$ cat src/rtl/aeps_pkg.sv
// Shared constants, codes and types for the active/expired priority scheduler.
package aeps_pkg;

   localparam int LEVELS      = 4;
   localparam int QUEUE_DEPTH = 16;
   localparam int TASK_COUNT  = 256;

   localparam int ID_W    = $clog2(TASK_COUNT);
   localparam int LVL_W   = (LEVELS > 1) ? $clog2(LEVELS) : 1;
   localparam int PTR_W   = $clog2(QUEUE_DEPTH);
   localparam int CNT_W   = $clog2(QUEUE_DEPTH + 1);
   localparam int ADDR_W  = 1 + LVL_W + PTR_W;
   localparam int RAM_DEPTH = 1 << ADDR_W;

   localparam int DYN_W   = 3;
   localparam int STAT_W  = 3;
   localparam int OLVL_W  = 2;
   localparam int EXP_W   = 7;
   localparam logic [EXP_W-1:0] EXP_MAX = 7'd127;

   typedef enum logic {
      CMD_ADD  = 1'b0,
      CMD_NEXT = 1'b1
   } cmd_type;

   typedef enum logic [1:0] {
      ST_OK    = 2'd0,
      ST_FULL  = 2'd1,
      ST_RANGE = 2'd2,
      ST_EMPTY = 2'd3
   } status_type;

   typedef enum logic {
      S_IDLE = 1'b0,
      S_READ = 1'b1
   } state_type;

   typedef struct packed {
      status_type         status;
      logic [OLVL_W-1:0]  level;
      logic               swapped;
      logic               take;
   } result_type;

endpackage

$ cat src/rtl/aeps_ram.sv
// Generic single-write, single-read RAM with registered read data.
module aeps_ram #(
   parameter int WIDTH = 8,
   parameter int DEPTH = 128
) (
   input  logic                     clock,
   input  logic                     wr_en,
   input  logic [$clog2(DEPTH)-1:0] wr_addr,
   input  logic [WIDTH-1:0]         wr_data,
   input  logic                     rd_en,
   input  logic [$clog2(DEPTH)-1:0] rd_addr,
   output logic [WIDTH-1:0]         rd_data
);

   logic [WIDTH-1:0] mem_ff [DEPTH];
   logic [WIDTH-1:0] rd_data_ff;

   always_ff @(posedge clock) begin
      if (wr_en) begin
         mem_ff[wr_addr] <= wr_data;
      end
      if (rd_en) begin
         rd_data_ff <= mem_ff[rd_addr];
      end
   end

   assign rd_data = rd_data_ff;

endmodule

$ cat src/rtl/aeps_queue_ctrl.sv
// Queue pointers, fill counts, bank select and expired count; add/fetch decision.
module aeps_queue_ctrl (
   input  logic                                 clock,
   input  logic                                 reset,
   input  logic                                 go,
   input  logic                                 command,
   input  logic [aeps_pkg::ID_W-1:0]            task_id,
   input  logic signed [aeps_pkg::DYN_W-1:0]    dynamic_level,
   input  logic [aeps_pkg::STAT_W-1:0]          static_level,
   output logic                                 ram_wr_en,
   output logic [aeps_pkg::ADDR_W-1:0]          ram_wr_addr,
   output logic [aeps_pkg::ID_W-1:0]            ram_wr_data,
   output logic                                 ram_rd_en,
   output logic [aeps_pkg::ADDR_W-1:0]          ram_rd_addr,
   output aeps_pkg::result_type                 result
);

   logic [aeps_pkg::PTR_W-1:0] head_ff [2][aeps_pkg::LEVELS];
   logic [aeps_pkg::PTR_W-1:0] head_in [2][aeps_pkg::LEVELS];
   logic [aeps_pkg::PTR_W-1:0] tail_ff [2][aeps_pkg::LEVELS];
   logic [aeps_pkg::PTR_W-1:0] tail_in [2][aeps_pkg::LEVELS];
   logic [aeps_pkg::CNT_W-1:0] fill_ff [2][aeps_pkg::LEVELS];
   logic [aeps_pkg::CNT_W-1:0] fill_in [2][aeps_pkg::LEVELS];
   logic                       bank_ff, bank_in;
   logic [aeps_pkg::EXP_W-1:0] exp_ff, exp_in;

   logic                       expired;
   logic signed [5:0]          target;
   logic                       in_range;
   logic                       add_bank;
   logic [aeps_pkg::LVL_W-1:0] add_lvl;
   logic                       full;
   logic                       act_has, oth_has;
   logic [aeps_pkg::LVL_W-1:0] act_lvl, oth_lvl;
   logic                       pop_bank;
   logic [aeps_pkg::LVL_W-1:0] pop_lvl;

   function automatic logic [aeps_pkg::PTR_W-1:0] bump(input logic [aeps_pkg::PTR_W-1:0] p);
      logic [aeps_pkg::PTR_W-1:0] r;
      r = (p == aeps_pkg::PTR_W'(aeps_pkg::QUEUE_DEPTH - 1)) ? '0 : p + 1'b1;
      return r;
   endfunction

   always_comb begin
      act_has = 1'b0;
      oth_has = 1'b0;
      act_lvl = '0;
      oth_lvl = '0;
      for (int i = 0; i < aeps_pkg::LEVELS; i++) begin
         if (fill_ff[bank_ff][i] != '0) begin
            act_has = 1'b1;
            act_lvl = aeps_pkg::LVL_W'(i);
         end
         if (fill_ff[~bank_ff][i] != '0) begin
            oth_has = 1'b1;
            oth_lvl = aeps_pkg::LVL_W'(i);
         end
      end
   end

   always_comb begin
      expired  = (dynamic_level == -3'sd1);
      target   = expired ? ($signed({3'b000, static_level}) - 6'sd1)
                         : 6'(dynamic_level);
      in_range = (target >= 6'sd0) && (target < 6'(aeps_pkg::LEVELS));
      add_bank = expired ? ~bank_ff : bank_ff;
      add_lvl  = aeps_pkg::LVL_W'(target);
      full     = (fill_ff[add_bank][add_lvl] == aeps_pkg::CNT_W'(aeps_pkg::QUEUE_DEPTH));
      pop_bank = bank_ff;
      pop_lvl  = act_lvl;

      head_in = head_ff;
      tail_in = tail_ff;
      fill_in = fill_ff;
      bank_in = bank_ff;
      exp_in  = exp_ff;

      ram_wr_en   = 1'b0;
      ram_rd_en   = 1'b0;
      ram_wr_addr = {add_bank, add_lvl, tail_ff[add_bank][add_lvl]};
      ram_wr_data = task_id;
      ram_rd_addr = '0;

      result.status  = aeps_pkg::ST_OK;
      result.level   = '0;
      result.swapped = 1'b0;
      result.take    = 1'b0;

      if (command == aeps_pkg::CMD_ADD) begin
         if (!in_range) begin
            result.status = aeps_pkg::ST_RANGE;
         end else begin
            result.level = 2'(target);
            if (full) begin
               result.status = aeps_pkg::ST_FULL;
            end else begin
               ram_wr_en = go;
               tail_in[add_bank][add_lvl] = bump(tail_ff[add_bank][add_lvl]);
               fill_in[add_bank][add_lvl] = fill_ff[add_bank][add_lvl] + 1'b1;
               if (expired && (exp_ff != aeps_pkg::EXP_MAX)) begin
                  exp_in = exp_ff + 1'b1;
               end
            end
         end
      end else begin
         if (!act_has && (exp_ff != '0)) begin
            bank_in        = ~bank_ff;
            exp_in         = '0;
            result.swapped = 1'b1;
            pop_bank       = ~bank_ff;
            pop_lvl        = oth_lvl;
         end
         if (act_has || (result.swapped && oth_has)) begin
            result.take  = 1'b1;
            result.level = 2'(pop_lvl);
            ram_rd_en    = go;
            ram_rd_addr  = {pop_bank, pop_lvl, head_ff[pop_bank][pop_lvl]};
            head_in[pop_bank][pop_lvl] = bump(head_ff[pop_bank][pop_lvl]);
            fill_in[pop_bank][pop_lvl] = fill_ff[pop_bank][pop_lvl] - 1'b1;
         end else begin
            result.status = aeps_pkg::ST_EMPTY;
         end
      end
   end

   always_ff @(posedge clock) begin
      if (reset) begin
         head_ff <= '{default: '0};
         tail_ff <= '{default: '0};
         fill_ff <= '{default: '0};
         bank_ff <= 1'b0;
         exp_ff  <= '0;
      end else if (go) begin
         head_ff <= head_in;
         tail_ff <= tail_in;
         fill_ff <= fill_in;
         bank_ff <= bank_in;
         exp_ff  <= exp_in;
      end
   end

endmodule

$ cat src/rtl/active_expired_priority_scheduler_unit.sv
// Active/expired priority scheduler: command sequencer, task store and result register.
// An accepted item moves the sequencer into the read state, where the result register
// is loaded; the result strobe follows. Busy is high for the one cycle in which the
// task store read completes, and start is taken again while the result is shown.
// Reset: synchronous, active high; empties all queues, selects bank zero as active and
// clears the expired count. The task store itself is not cleared. The receiver cannot stall.
module active_expired_priority_scheduler_unit (
   input  logic                              clock,
   input  logic                              reset,
   input  logic                              start,
   output logic                              busy,
   input  logic                              req_command,
   input  logic [aeps_pkg::ID_W-1:0]         req_task_id,
   input  logic signed [aeps_pkg::DYN_W-1:0] req_dynamic_level,
   input  logic [aeps_pkg::STAT_W-1:0]       req_static_level,
   output logic                              rsp_valid,
   output logic [1:0]                        rsp_status,
   output logic [aeps_pkg::ID_W-1:0]         rsp_chosen_id,
   output logic [aeps_pkg::OLVL_W-1:0]       rsp_level,
   output logic                              rsp_banks_swapped
);

   aeps_pkg::state_type  state_ff, state_in;
   aeps_pkg::result_type dec;
   aeps_pkg::result_type pend_ff;

   logic                        accept;
   logic                        ram_wr_en, ram_rd_en;
   logic [aeps_pkg::ADDR_W-1:0] ram_wr_addr, ram_rd_addr;
   logic [aeps_pkg::ID_W-1:0]   ram_wr_data, ram_rd_data;

   logic                        valid_ff, valid_in;
   logic [1:0]                  status_ff;
   logic [aeps_pkg::ID_W-1:0]   chosen_ff;
   logic [aeps_pkg::OLVL_W-1:0] level_ff;
   logic                        swapped_ff;

   assign busy   = (state_ff == aeps_pkg::S_READ);
   assign accept = start && !busy;

   aeps_queue_ctrl u_ctrl (
      .clock         (clock),
      .reset         (reset),
      .go            (accept),
      .command       (req_command),
      .task_id       (req_task_id),
      .dynamic_level (req_dynamic_level),
      .static_level  (req_static_level),
      .ram_wr_en     (ram_wr_en),
      .ram_wr_addr   (ram_wr_addr),
      .ram_wr_data   (ram_wr_data),
      .ram_rd_en     (ram_rd_en),
      .ram_rd_addr   (ram_rd_addr),
      .result        (dec)
   );

   aeps_ram #(
      .WIDTH (aeps_pkg::ID_W),
      .DEPTH (aeps_pkg::RAM_DEPTH)
   ) u_store (
      .clock   (clock),
      .wr_en   (ram_wr_en),
      .wr_addr (ram_wr_addr),
      .wr_data (ram_wr_data),
      .rd_en   (ram_rd_en),
      .rd_addr (ram_rd_addr),
      .rd_data (ram_rd_data)
   );

   always_comb begin
      state_in = state_ff;
      valid_in = 1'b0;
      case (state_ff)
         aeps_pkg::S_IDLE: begin
            if (start) begin
               state_in = aeps_pkg::S_READ;
            end
         end
         aeps_pkg::S_READ: begin
            valid_in = 1'b1;
            state_in = aeps_pkg::S_IDLE;
         end
         default: begin
            state_in = aeps_pkg::S_IDLE;
         end
      endcase
   end

   always_ff @(posedge clock) begin
      if (reset) begin
         state_ff <= aeps_pkg::S_IDLE;
         valid_ff <= 1'b0;
      end else begin
         state_ff <= state_in;
         valid_ff <= valid_in;
      end
   end

   always_ff @(posedge clock) begin
      if (accept) begin
         pend_ff <= dec;
      end
      if (busy) begin
         status_ff  <= pend_ff.status;
         chosen_ff  <= pend_ff.take ? ram_rd_data : '0;
         level_ff   <= pend_ff.level;
         swapped_ff <= pend_ff.swapped;
      end
   end

   assign rsp_valid         = valid_ff;
   assign rsp_status        = status_ff;
   assign rsp_chosen_id     = chosen_ff;
   assign rsp_level         = level_ff;
   assign rsp_banks_swapped = swapped_ff;

endmodule

$ cat config.mk
export PLATFORM = sky130hd
export DESIGN_NAME = active_expired_priority_scheduler_unit
export DESIGN_NICKNAME = d
export VERILOG_FILES = /design/src/rtl/aeps_pkg.sv /design/src/rtl/aeps_ram.sv /design/src/rtl/aeps_queue_ctrl.sv /design/src/rtl/active_expired_priority_scheduler_unit.sv
export SDC_FILE = /design/constraint.sdc
export NUM_CORES = 2
export LEC_CHECK = 0
export BUFFER_PORTS_ARGS = -buffer_cell sky130_fd_sc_hd__buf_2
export CAP_MARGIN = 20
export CORE_MARGIN = 1.5
export CORE_UTILIZATION = 57
export DETAILED_ROUTE_END_ITERATION = 6
export GPL_ROUTABILITY_DRIVEN = 1
export GPL_TIMING_DRIVEN = 0
export PLACE_DENSITY = 0.76
export REMOVE_ABC_BUFFERS = 1
export SYNTH_ARGS = -nofsm -noshare
export SYNTH_HDL_FRONTEND = slang
export SYNTH_SLANG_ARGS = --single-unit
$ cat constraint.sdc
create_clock -name clock -period 4.4 [get_ports clock]
set_input_delay 0.66 -clock clock [delete_from_list [all_inputs] [get_ports clock]]
set_output_delay 0.66 -clock clock [all_outputs]
set_load 0.01 [all_outputs]
## Yosys cells after proc, flatten, opt, wreduce, memory -nomap -nowiden

Memory sizes are Yosys's and may differ from the RTL's. A register that Yosys moved wholly into a read port is not among the register bits.
Cells that the tools add are included.

- Bits in registers: 133
- Latch bits: 0
- Bits in writable memories: 1024
- Bits in read-only memories: 0
- Input port bits: 18
- Logic and storage cells: 203
- Memories kept: 1

- Add/sub/neg operators: 6
- $mul: 0
- Divide/modulo/power cells: 0
- Magnitude comparators: 12
- Eq/ne operators: 8
- Shift operators: 0
- Muxes and demuxes: 102
- Bitwise gates (word level): 10
- Reductions and logical operators: 28

Memory list:

| memory | words | width | read ports | clocked after Yosys merged registers in | wr ports | RTL line | source |
|---|---|---|---|---|---|---|---|
| u_store.mem_ff | 128 | 8 | 1 | 1 | 1 | aeps_ram.sv:15 | `logic [WIDTH-1:0] mem_ff [DEPTH];` |

Operator list:

| cell | number |
|---|---|
| 2-to-1 mux 20 bit | 14 |
| 2-to-1 mux 40 bit | 4 |
| 2-to-1 mux 16 bit | 8 |
| bitwise mux 40 bit | 2 |
| bitwise mux 32 bit | 2 |
| 2-to-1 mux 7 bit | 7 |
| demux 20 bit (select 1 bit) | 2 |
| nonzero test 5 bit | 8 |
| 2-to-1 mux 4 bit | 9 |
| demux 16 bit (select 1 bit) | 2 |
| 2-to-1 mux 5 bit | 6 |
| 2-to-1 mux 1 bit | 26 |
| binary-select mux 5 bit (select 2 bit) | 2 |
| demux 5 bit (select 2 bit) | 2 |
| 2-to-1 mux 2 bit | 10 |
| binary-select mux 4 bit (select 2 bit) | 2 |
| demux 4 bit (select 2 bit) | 2 |
| logical AND 1 bit | 9 |
| adder 4 x 1 -> 4 bit, second input constant | 2 |
| equality test 4 bit, second input constant | 2 |
| greater-or-equal comparator 2 bit, second input constant | 4 |
| NOT 1 -> 2 bit | 4 |
| AND reduction 4 bit | 2 |
| adder 7 x 1 -> 7 bit, second input constant | 1 |
| 24 further kinds | 34 |

## Depth between registers and ports, before layout

- Depth in word-level cells: 24
- Mapped depth: 22

## Hierarchy

A second synthesis with hierarchy kept.

- Cells, all modules: 2530
- Area total of the unflattened synthesis: 47360.4 sq um

Modules (own cells, without submodules):

| module | instances | cells an instance | area an instance (sq um) |
|---|---|---|---|
| aeps_ram | 1 | 1635 | 39745.6 |
| aeps_queue_ctrl | 1 | 863 | 6929.1 |
| active_expired_priority_scheduler_unit | 1 | 32 | 685.7 |

## Worst setup path before layout

OpenSTA, ideal clock, no wires.

- Path type: input to register
- Start point: in req_static_level[0] (netlist bit)
- End point: mem u_store.mem_ff[64][0], enable pin
- Arrival time: 4.049 ns
- Data required time: 4.030 ns
- Setup slack: -0.019 ns
- Stages on the path: 17
- Path through: inv_1 > ha_1 > nand4_1 > nor2_1 > o21ai_0 > o22ai_1 > nor4_2 > inv_1 > ha_1 > nand3_1 > and3_1 > clkbuf_1 > inv_1 > nor2_1 > nand2_1 > clkbuf_1 > nor2_1

- Longest elaborated chain between the ends: 12

Ends and longest elaborated chain:

| element | RTL line | source |
|---|---|---|
| start: declaration | active_expired_priority_scheduler_unit.sv:15 | `input logic [aeps_pkg::STAT_W-1:0] req_static_level,` |
| subtractor 3 x 1 -> 4 bit (*) | aeps_queue_ctrl.sv:63 | `target = expired ? ($signed({3'b000, static_level}) - 6'sd1)` |
| 2-to-1 mux 6 bit (*) | aeps_queue_ctrl.sv:63 |  |
| NOT 2 -> 3 bit (implied by the code) | aeps_queue_ctrl.sv:68, aeps_queue_ctrl.sv:80 |  |
| binary-select mux 5 bit (select 2 bit) | aeps_queue_ctrl.sv:68 | `full = (fill_ff[add_bank][add_lvl] == aeps_pkg::CNT_W'(aeps_pkg::QUEUE_DEPTH));` |
| 2-to-1 mux 5 bit (implied by the code) (2 in series) | aeps_queue_ctrl.sv:68 |  |
| equality test 5 bit | aeps_queue_ctrl.sv:68 |  |
| 2-to-1 mux 1 bit | aeps_queue_ctrl.sv:94 | `if (full) begin` |
| 2-to-1 mux 1 bit | aeps_queue_ctrl.sv:90 | `if (!in_range) begin` |
| 2-to-1 mux 1 bit | aeps_queue_ctrl.sv:89 | `if (command == aeps_pkg::CMD_ADD) begin` |
| 2-to-1 mux 1 bit | aeps_ram.sv:19 | `if (wr_en) begin` |
| 2-to-1 mux 1 bit (implied by the code) | aeps_ram.sv:20 | `mem_ff[wr_addr] <= wr_data;` |
| end: declaration | aeps_ram.sv:15 |  |

Every way passes the cells marked *; elsewhere a longest branch is shown, timed or not. The select of a mux whose other input is x is not followed.

## Final worst setup path

- Start point: reg u_ctrl.fill_ff[5] (netlist bit)
- End point: reg u_store.rd_data_ff[7], in the netlist u_store.rd_data[7], read port of u_store.mem_ff (data pin)

- Longest elaborated chain between the ends: 19

Ends and longest elaborated chain:

| element | RTL line | source |
|---|---|---|
| start: declaration | aeps_queue_ctrl.sv:22 | `logic [aeps_pkg::CNT_W-1:0] fill_ff [2][aeps_pkg::LEVELS];` |
| start signal: assignment | aeps_queue_ctrl.sv:136 | `fill_ff <= fill_in;` |
| 2-to-1 mux 20 bit (implied by the code) | aeps_queue_ctrl.sv:50 | `if (fill_ff[bank_ff][i] != '0) begin` |
| 2-to-1 mux 20 bit (2 in series) | n/a |  |
| nonzero test 5 bit | aeps_queue_ctrl.sv:50 |  |
| 2-to-1 mux 1 bit (2 in series) | aeps_queue_ctrl.sv:50 |  |
| logical NOT 1 bit | aeps_queue_ctrl.sv:106 | `if (!act_has && (exp_ff != '0)) begin` |
| logical AND 1 bit | aeps_queue_ctrl.sv:106 |  |
| 2-to-1 mux 1 bit | aeps_queue_ctrl.sv:106 |  |
| 2-to-1 mux 1 bit | aeps_queue_ctrl.sv:89 |  |
| NOT 1 -> 2 bit (implied by the code) | aeps_queue_ctrl.sv:117 | `ram_rd_addr = {pop_bank, pop_lvl, head_ff[pop_bank][pop_lvl]};` |
| 2-to-1 mux 16 bit (implied by the code) (3 in series) | aeps_queue_ctrl.sv:117 |  |
| binary-select mux 4 bit (select 2 bit) | aeps_queue_ctrl.sv:117 |  |
| 2-to-1 mux 4 bit (implied by the code) (2 in series) | aeps_queue_ctrl.sv:117 |  |
| 2-to-1 mux 7 bit | aeps_queue_ctrl.sv:113 | `if (act_has \|\| (result.swapped && oth_has)) begin` |
| 2-to-1 mux 7 bit | aeps_queue_ctrl.sv:89 |  |
| end: declaration | aeps_ram.sv:16 | `logic [WIDTH-1:0] rd_data_ff;` |

Parallel ways exist; a longest one is shown, timed or not. The select of a mux whose other input is x is not followed.
A chain may end at the register's enable or synchronous reset.

==> flow_summary.yaml <==
setup_path:
  cp.required_ns: 4.85
  crit_path_end_kind: "register"
  max_stage_delay_ns: 0.61
  cp_max_fo: 7
  critPathBufInv: 4
  critical_path_class: "reg -> reg"
  cp.arrival_ns: 5.23
  slowest_stage: "or4_4"
  crit_top_cell: "buf_4"
  path_delay_family: "compound AO/OA/AOI/OAI gates"
  critPathLaunchType: "register"
  cp_cell_sequence: "nor4_4, buf_4, buf_4, a21oi_1, a21oi_2, nand2_1, a22o_4, nor3_4, buf_6, buf_4, mux2i_1, mux2i_1, o2bb2ai_2, a211oi_1, o32a_1, or4_4, a211o_1"
pwr:
  power_mw: 23.1
  p_int_mw: 17.8
  peakVddDrop_uv: 390
  p_comb_share_pct: 6.5
  p_switching_mw: 5.30
  p_per_area_nw_per_um2: 398
  power_frac_seq_pct: 52.4
  sw_frac_of_total_pct: 23.0
  leakagePower_nw: 19.9
  clock_power_share_pct: 41.1
drt:
  ant_nets: 0
  drt-met1-wl_mm: 52.6
  drt-pass1-iter-count: 7
  dr_wl_met2_mm: 69.8
  wl_mm: 157
  vias_per_cell: 6.91
  route.top_layer_used: "met5"
  drtIter0Drc: 6465
  drcViolationCount: 3
  wl_per_cell_um: 30.0
  wl_met3_mm: 22.7
  vias: 36200
floorplan:
  coreArea_um2: 83800
  rows: 106
  die_h_um: 294
  die_w_um: 294
  design.die.area_um2: 86500
  boundaryPins: 33
  start_util_pct: 57.7
place:
  gp_congestion: 0.929
  dpl.cell_count: 4840
  numPortBuffers: 32
  dp.final_hpwl_mm: 85.6
timing:
  fin_skew_ns: 0.0552
  finalSetupViolations: 8
  setup_ws_ns: -0.376
  hold_violations: 0
  min_period_ns: 4.78
  rsz0062_at_grt: "true"
  slew_violations: 0
  timing.slew.headroom_pct: 21.9
  fmax_mhz: 209
  worst_pin_slew_ns: 1.17
  final.period_utilization_pct: 109
final_layout:
  fin_cells: 5237
  num-fill-cells: 5286
  multi_input_area_um2: 15600
  areaGrowthSynthToFinish_pct: 20.1
  layout-drive-gt1-share_pct: 19.6
  mostFrequentLayoutCell: "edfxtp_1"
  regArea_um2: 33900
  layout.nets: 4025
  layout_common_cells: "edfxtp_1, nand2_1, nand3_1"
synth:
  synthXorXnorAreaFrac_pct: 0.236
  synth_edf_count: 1051
  synth-adder-area-share_pct: 0.207
  synth_top_family_by_area: "simple AND/OR/NAND/NOR gates"
  yosys_warnings: 0
  muxShareOfSynthArea_pct: 3.64
  yosys_most_used_dff: "edfxtp_1"
  synth_area_per_cell_um2: 12.6
  synth_area_um2: 48300
  yosys.area_share.simple_pct: 14.5
  synth_cell_types: 87
  seq_area_frac_synth_pct: 70.0
  syn_inst: 3840
  synth_compound_area_share_pct: 8.99
  ys_ff_latch: 1165
  ys_async_sr_fraction_pct: 0
worst_hold_path:
  holdCritPathClass: "in -> reg"
clock_tree:
  htreeDepth: 3
  cts_root_buf: "clkbuf_16"
  numCtsBuffers: 113
  clk_pin_slew_ns: 0.06
  postCtsHoldBufs: 0
  insertion_delay_ns: 0.72
  cts_tree: "built"
  clockBufferDepth: 3
  clock_sinks: 1165
outcome:
  outcome: "finished with violations"
  violations: "DRC, setup timing"
global_route:
  grt_max_degree: 86
  grt_pass1_vias: 34400
  globalRouteTotalUtil_pct: 35.4
  antenna_found_initial: 10
  grt_pass1_wl_mm: 224
  grt_overflow: 0
job:
  maxCapViolations: 0
[sequential cells by signal (all words and copies together), names as in the netlist, 2 cells and up]
| name | cells |
|---|---|
| rsp_chosen_id | 8 |
| pend_ff | 6 |
| u_store.rd_data | 8 |
| u_store.mem_ff | 1024 |
| u_ctrl.fill_ff | 40 |
| rsp_status | 2 |
| rsp_level | 2 |
| u_ctrl.exp_ff | 7 |
| u_ctrl.tail_ff | 32 |
| u_ctrl.head_ff | 32 |
[through the flow]
step	util [%]	hold slack, ns	instance area (um2)	TNS (ns)	setup slack, ns
after global placement	58.3	0.401	48800	-3411.58	-29.11
after detailed placement	59.9	0.406	50200	-2260.82	-3.11
after floorplan	-	0.400	47300	-185.69	-12.37
after CTS	68.4	0.342	57400	-0.253	-0.0781
final	69.2	0.358	58000	-1.70	-0.376
after global routing	69.2	0.376	58000	-2.07	-0.361
[cell families (layout without fill, tap and decap cells)]
kind of cell | count (synthesis) | in the layout
fa+ha+maj | 8 | 8
xor+xnor | 13 | 13
other cells | 0 | 9
buf+inv | 256 | 502
simple gates | 1603 | 1611
mux | 158 | 158
flops | 1165 | 1165
compound gates | 637 | 637
[area by class of cell]
cell class	instances	area share (%)
Clock buffer	149	5.21
Tap cell	1134	2.44
Timing Repair Buffer	267	5.86
Multi-Input combinational cell	2427	26.9
Antenna cell	9	0.0388
Sequential cell	1165	58.4
Timing Repair inverter	2	0.0302
Inverter	23	0.205
Clock inverter	61	0.936
[what timing repair did]
item | in CTS | in global routing
cloned | 24 | 1
hold endpoints to repair | 0 | 0
setup endpoints to repair | 1143 | 888
gates resized for setup | 465 | 84
pin swaps | 85 | 40
setup buffers | 131 | 23
[cells in the mapped netlist, types with 23 or more instances]
master    number  share of area [%]
a211oi_1      36               0.56
a21oi_1      124                1.3
a22oi_1       57               0.89
a31oi_1       95                1.2
and2_1        23               0.30
and3_1        85                1.1
buf_2         93               0.96
clkbuf_1     104               0.81
dfxtp_1      114                4.7
edfxtp_1    1051                 65
mux2i_1      134                2.8
nand2_1      813                6.3
nand3_1      244                2.5
nand4_1       26               0.34
nor2_1       304                2.4
nor3_1        43               0.45
o211ai_1      25               0.39
o21ai_0       56               0.58
o22ai_1       76               0.98
[metal layers]
layer  GRT usage (%)  up-vias
met5               0        -
met4            21.7        8
met3            11.1      807
met2            53.6     3252
met1            44.9    17400
li1                -    14800
[path summary, 6_finish.rpt]
path,from,cells past startpoint,slack (ns),to
min reg2reg,pend_ff[5]$_DFFE_PP_,0,0.42,rsp_status[1]$_DFFE_PP_
max,u_ctrl.fill_ff[5]$_SDFFE_PP0P_,17,-0.38,u_store.rd_data[7]$_DFFE_PP_
max reg2reg,u_ctrl.fill_ff[5]$_SDFFE_PP0P_,17,-0.38,u_store.rd_data[7]$_DFFE_PP_
min,reset,2,0.36,u_ctrl.fill_ff[35]$_SDFFE_PP0P_
[power by group through the flow]
stage / sequential [mW] / combinational, mW / clock [mW]
floorplan: 12.3 / 0.526 / 0
global placement: 12.3 / 1.01 / 0
detailed placement: 12.3 / 1.07 / 0
CTS: 12.1 / 1.36 / 9.42
global route: 12.1 / 1.53 / 9.87
finish: 12.1 / 1.50 / 9.49
Power figures use the tool's default switching activity.
